<file path="src/hdl/rcc_pkg.sv">
// Package: shared constants and types for the 3x3 RGB filter.
`timescale 1ns / 1ps
package rcc_pkg;
    localparam int MaxWidth     = 1024;
    localparam int CoefFracBits = 12;
    localparam int AddrW        = $clog2(MaxWidth);
    localparam int ColW         = AddrW + 1;
    localparam int RowW         = 14;
    localparam int PixW         = 24;
    localparam int CoefW        = 16;
    localparam int AccW         = 32;

    typedef enum logic [2:0] {
        REG_FRAME_WIDTH  = 3'd0,
        REG_FRAME_HEIGHT = 3'd1,
        REG_KERNEL_TOP   = 3'd2,
        REG_KERNEL_MID   = 3'd3,
        REG_KERNEL_BOT   = 3'd4
    } reg_index_t;

    localparam logic CMD_PIXEL = 1'b0;
    localparam logic CMD_FLUSH = 1'b1;

    // Edge masks and end mark that travel with a column down the chain.
    typedef struct packed {
        logic up;
        logic down;
        logic left;
        logic right;
        logic last;
    } edge_t;

    typedef logic signed [CoefW-1:0] coef_t;
endpackage

</file>
<file path="src/hdl/rcc_cell.sv">
// Filter cell: one window column; multiplies its three pixels and adds the partial sum.
`timescale 1ns / 1ps
module rcc_cell
    import rcc_pkg::*;
(
    input  logic                   clk,
    input  logic                   en,
    input  logic [PixW-1:0]        pix_top,
    input  logic [PixW-1:0]        pix_mid,
    input  logic [PixW-1:0]        pix_bot,
    input  coef_t                  coef_top,
    input  coef_t                  coef_mid,
    input  coef_t                  coef_bot,
    input  logic                   use_top,
    input  logic                   use_bot,
    input  logic                   use_col,
    input  logic signed [AccW-1:0] acc_in [3],
    output logic signed [AccW-1:0] acc_out [3]
);
    logic signed [AccW-1:0] prod_next [3];

    always_comb
    begin
        for (int ch = 0; ch < 3; ch++)
        begin
            logic signed [AccW-1:0] pt, pm, pb;
            pt = $signed({1'b0, pix_top[ch*8 +: 8]}) * coef_top;
            pm = $signed({1'b0, pix_mid[ch*8 +: 8]}) * coef_mid;
            pb = $signed({1'b0, pix_bot[ch*8 +: 8]}) * coef_bot;
            prod_next[ch] = acc_in[ch];
            if (use_col)
            begin
                prod_next[ch] = acc_in[ch] + pm + (use_top ? pt : '0) + (use_bot ? pb : '0);
            end
        end
    end

    always_ff @(posedge clk)
    begin
        if (en)
        begin
            acc_out <= prod_next;
        end
    end
endmodule

</file>
<file path="config.mk">
export PLATFORM = sky130hd
export DESIGN_NAME = rcc_cell
export DESIGN_NICKNAME = d
export VERILOG_FILES = /design/src/hdl/rcc_pkg.sv /design/src/hdl/rcc_cell.sv
export SDC_FILE = /design/constraint.sdc
export NUM_CORES = 2
export LEC_CHECK = 0
export BUFFER_PORTS_ARGS = -buffer_cell sky130_fd_sc_hd__buf_2
export CORE_UTILIZATION = 54
export CTS_CLUSTER_DIAMETER = 30
export DETAILED_ROUTE_END_ITERATION = 8
export MAX_ROUTING_LAYER = met4
export PLACE_DENSITY = 0.76
export SYNTH_ARGS = -nofsm -noshare
export SYNTH_HDL_FRONTEND = slang
export SYNTH_SLANG_ARGS = --single-unit
</file>
<file path="constraint.sdc">
create_clock -name clk -period 10.03 [get_ports clk]
set_clock_uncertainty 0.1 [all_clocks]
set_input_delay 2.006 -clock clk [delete_from_list [all_inputs] [get_ports clk]]
set_output_delay 2.006 -clock clk [all_outputs]
set_load 0.01 [all_outputs]
</file>
==> insert_results.sql <==
INSERT INTO impl_metrics (metric_group, metric, value, unit) VALUES
('yosys', 'netlist_area', '55100', 'sq um'),
('finish', 'leading_cell_types_in_the_layout_fill_and_taps_excluded', '1773 x sky130_fd_sc_hd__inv_1, 1098 x sky130_fd_sc_hd__fa_1, 748 x sky130_fd_sc_hd__nand2_1', ''),
('timing', 'tightest_slew', '1.02', 'ns'),
('finish', 'layout.cells.most_common', 'sky130_fd_sc_hd__inv_1', ''),
('yosys', 'number_of_synthesized_flops_with_an_enable_pin', '96', ''),
('yosys', 'syn_inst', '6466', ''),
('placed_design', 'placement.io_buffers', '316', ''),
('yosys', 'synth_async_sr_flop_share', '0', '%'),
('route', 'detail-route-antenna-nets', '0', ''),
('yosys', 'synth.area.top_cells', 'sky130_fd_sc_hd__fa_1 40%, sky130_fd_sc_hd__ha_1 12%, sky130_fd_sc_hd__inv_1 12%, sky130_fd_sc_hd__and2_1 6.9%, sky130_fd_sc_hd__edfxtp_1 5.2%', ''),
('yosys', 'synthesis.area_per_instance', '8.53', 'sq um'),
('global_route', 'grt-ovfl-total', '0', ''),
('global_route', 'grtUsageMet3', '4.94', '%'),
('worst_setup_path', 'worst_setup_path_start_kind', 'input port', ''),
('worst_setup_path', 'timing_worst_setup_path_type', 'input port to register', ''),
('finish', 'largest_register_ffs', '96', ''),
('yosys', 'yosys.area.top_type', 'sky130_fd_sc_hd__fa_1', ''),
('worst_setup_path', 'most_frequent_cell_on_the_critical_path', 'sky130_fd_sc_hd__fa_1', ''),
('route', 'viasPerCell', '5.23', ''),
('run_status', 'outcome', 'finished clean', ''),
('finish', 'growth_of_design_area_from_synthesis_to_finish', '16.3', '%'),
('timing', 'setup_viol', '0', ''),
('finish', 'design.final.nets', '9132', ''),
('floorplanning', 'die_width', '322', 'um'),
('global_route', 'grt_util_met2', '50.5', '%'),
('worst_setup_path', 'cp.arrival', '10.05', 'ns'),
('clock_network', 'cts.root.buffer_cell', 'sky130_fd_sc_hd__clkbuf_16', ''),
('finish', 'fillers', '8458', ''),
('global_route', 'global_route.usage.total', '31.3', '%'),
('floorplanning', 'core_area', '101000', 'sq um'),
('finish', 'largest_register', 'acc_out', ''),
('yosys', 'most_used_dff_post_synth', 'sky130_fd_sc_hd__edfxtp_1', ''),
('route', 'remaining_drc_errors', '0', ''),
('min_path', 'worst_hold_path_type', 'input port to register', ''),
('yosys', 'ys_seq_elements', '96', ''),
('worst_setup_path', 'cpMaxStageDelayCell', 'sky130_fd_sc_hd__fa_1', ''),
('run', 'maxCapViolations', '0', ''),
('finish', 'multi_input_comb_area', '45500', 'sq um'),
('floorplanning', 'die_height', '322', 'um'),
('route', 'drt-wirelength-per-cell', '17.7', 'um'),
('route', 'detail_route.wirelength', '153000', 'um'),
('global_route', 'grt_pass1_wl', '246000', 'um'),
('clock_network', 'cts_max_level', '3', ''),
('worst_setup_path', 'cp_slowest_stage_delay', '0.51', 'ns'),
('finish', 'final_core_utilization', '63.7', '%'),
('yosys', 'synth_nets', '8334', ''),
('placed_design', 'detailedPlacementHpwl', '133000', 'um'),
('floorplanning', 'num_ports', '317', ''),
('timing', 'slew_violations', '0', ''),
('global_route', 'global_routing_met1_resource_utilization', '39.5', '%'),
('yosys', 'seq_area_frac_synth', '5.23', '%'),
('clock_network', 'clockBufferDepth', '2', ''),
('timing', 'timing_hold_violations_final', '0', ''),
('worst_setup_path', 'capturing_element_type_of_the_critical_path', 'register', ''),
('clock_network', 'clk_pin_slew_worst_paths', '0.08', 'ns'),
('placed_design', 'final_weighted_congestion_in_routability_driven_placement', '1.00', ''),
('floorplanning', 'floorplan.die_area', '103000', 'sq um'),
('route', 'detail_route.iter0.violations', '2812', ''),
('timing', 'max-slew-margin-rel', '32.3', '%'),
('finish', 'layout.area.seq', '2880', 'sq um'),
('route', 'routed-via-count', '45192', ''),
('timing', 'timing.final.crit_share', '99.6', '%'),
('yosys', 'yosysTopAreaCellShare', '40.1', '%'),
('yosys', 'yosys.cell_types.count', '78', ''),
('floorplanning', 'starting_density_of_the_core', '54.8', '%'),
('clock_network', 'tritoncts', 'yes', ''),
('global_route', 'grt_start_max_net_pins', '74', ''),
('yosys', 'ys_warn_count', '0', ''),
('clock_network', 'tritoncts_buffer_count', '9', ''),
('global_route', 'grt_pass1_vias', '47749', ''),
('finish', 'fraction_of_final_layout_cells_sized_beyond_drive_strength_1', '16.6', '%');
-- synth_stat cells (6+ instances only) --
master / number
sky130_fd_sc_hd__inv_1: 1778
sky130_fd_sc_hd__fa_1: 1104
sky130_fd_sc_hd__nand2_1: 754
sky130_fd_sc_hd__and2_1: 604
sky130_fd_sc_hd__ha_1: 543
sky130_fd_sc_hd__a21oi_1: 208
sky130_fd_sc_hd__clkbuf_1: 203
sky130_fd_sc_hd__xnor2_1: 186
sky130_fd_sc_hd__nor2_1: 155
sky130_fd_sc_hd__o21ai_0: 111
sky130_fd_sc_hd__edfxtp_1: 96
sky130_fd_sc_hd__a21o_1: 91
sky130_fd_sc_hd__xor2_1: 79
sky130_fd_sc_hd__nand3_1: 55
sky130_fd_sc_hd__mux2_2: 50
sky130_fd_sc_hd__nor3_1: 45
sky130_fd_sc_hd__nand2b_1: 40
sky130_fd_sc_hd__o21bai_1: 36
sky130_fd_sc_hd__o21a_1: 34
sky130_fd_sc_hd__nor2b_1: 32
sky130_fd_sc_hd__and3_1: 26
sky130_fd_sc_hd__a211oi_1: 23
sky130_fd_sc_hd__o31ai_1: 20
sky130_fd_sc_hd__or3_1: 20
sky130_fd_sc_hd__a31oi_1: 17
sky130_fd_sc_hd__a211o_1: 11
sky130_fd_sc_hd__nand4_1: 11
sky130_fd_sc_hd__or2_2: 11
sky130_fd_sc_hd__a31o_2: 8
sky130_fd_sc_hd__o211ai_1: 8
sky130_fd_sc_hd__a21boi_0: 6
sky130_fd_sc_hd__mux2i_1: 6
-- layout make-up --
| type | instances | area share [%] |
|---|---|---|
| multi-input cells | 4386 | 70.9 |
| repair buffers | 993 | 11.0 |
| inverters | 1778 | 10.4 |
| flip-flops and latches | 96 | 4.50 |
| well taps | 1357 | 2.65 |
| clock buffers | 10 | 0.357 |
| clock inverters | 5 | 0.103 |
| diodes | 20 | 0.0781 |
-- critical path, delay by kind of cell --
kind,cells,cell delay [ns]
AO/OA/AOI/OAI,8,1.41
XOR/XNOR,1,0.12
adder cells (fa/ha/maj),8,3.38
buffers and inverters,9,1.10
multiplexers,1,0.40
AND/OR/NAND/NOR,8,1.65
-- final timing paths --
kind                  slack, ns   startpoint  cells past startpoint                    end
worst max-delay path       0.04  pix_top[12]                     35  acc_out[63]$_DFFE_PP_
worst min-delay path       1.81   acc_in[63]                      2  acc_out[63]$_DFFE_PP_
-- per-layer routing --
metal  wire, um  vias to the layer above
met4       7140                        0
met5          0                        -
met1      62300                    22645
met3      10700                      263
li1           -                    20863
met2      72600                     1421
-- logic make-up (layout without fill, tap and decap cells) --
logic type / after synthesis / in the layout / share of synthesized area [%]
compound gates: 644 / 644 / 7.64
xor+xnor: 267 / 267 / 4.28
fa+ha+maj: 1647 / 1647 / 52.4
buf+inv: 1984 / 2786 / 13.5
flops: 96 / 96 / 5.23
mux: 56 / 56 / 1.13
other cells: 0 / 20 / 0
simple gates: 1772 / 1772 / 15.8
-- through the flow --
stage          hold WS [ns]  cell area (sq um)  worst slack (ns)  instances  setup TNS (ns)
6_report               1.81              64100            0.0440       8645               0
5_1_grt                1.82              64100            -0.238       8642          -0.450
4_1_cts                1.80              63300           0.00191       8612               0
3_5_place_dp           2.23              63000            -0.552       8597           -4.74
3_3_place_gp           2.23              63000            -0.554       8597           -3.67
2_1_floorplan          2.02              55400            0.0144       6466               0
-- timing repair --
item | in CTS | in global routing
hold buffers | 0 | 0
setup endpoints to repair | 3 | 27
pin swaps | 6 | 65
hold endpoints to repair | 0 | 0
resized for setup | 20 | 175
cloned | 0 | 1
buffers inserted | 0 | 12
Power is left out: the tool's default activity adds up to more than one toggle a clock period on the data nets, which glitch-free logic cannot reach.
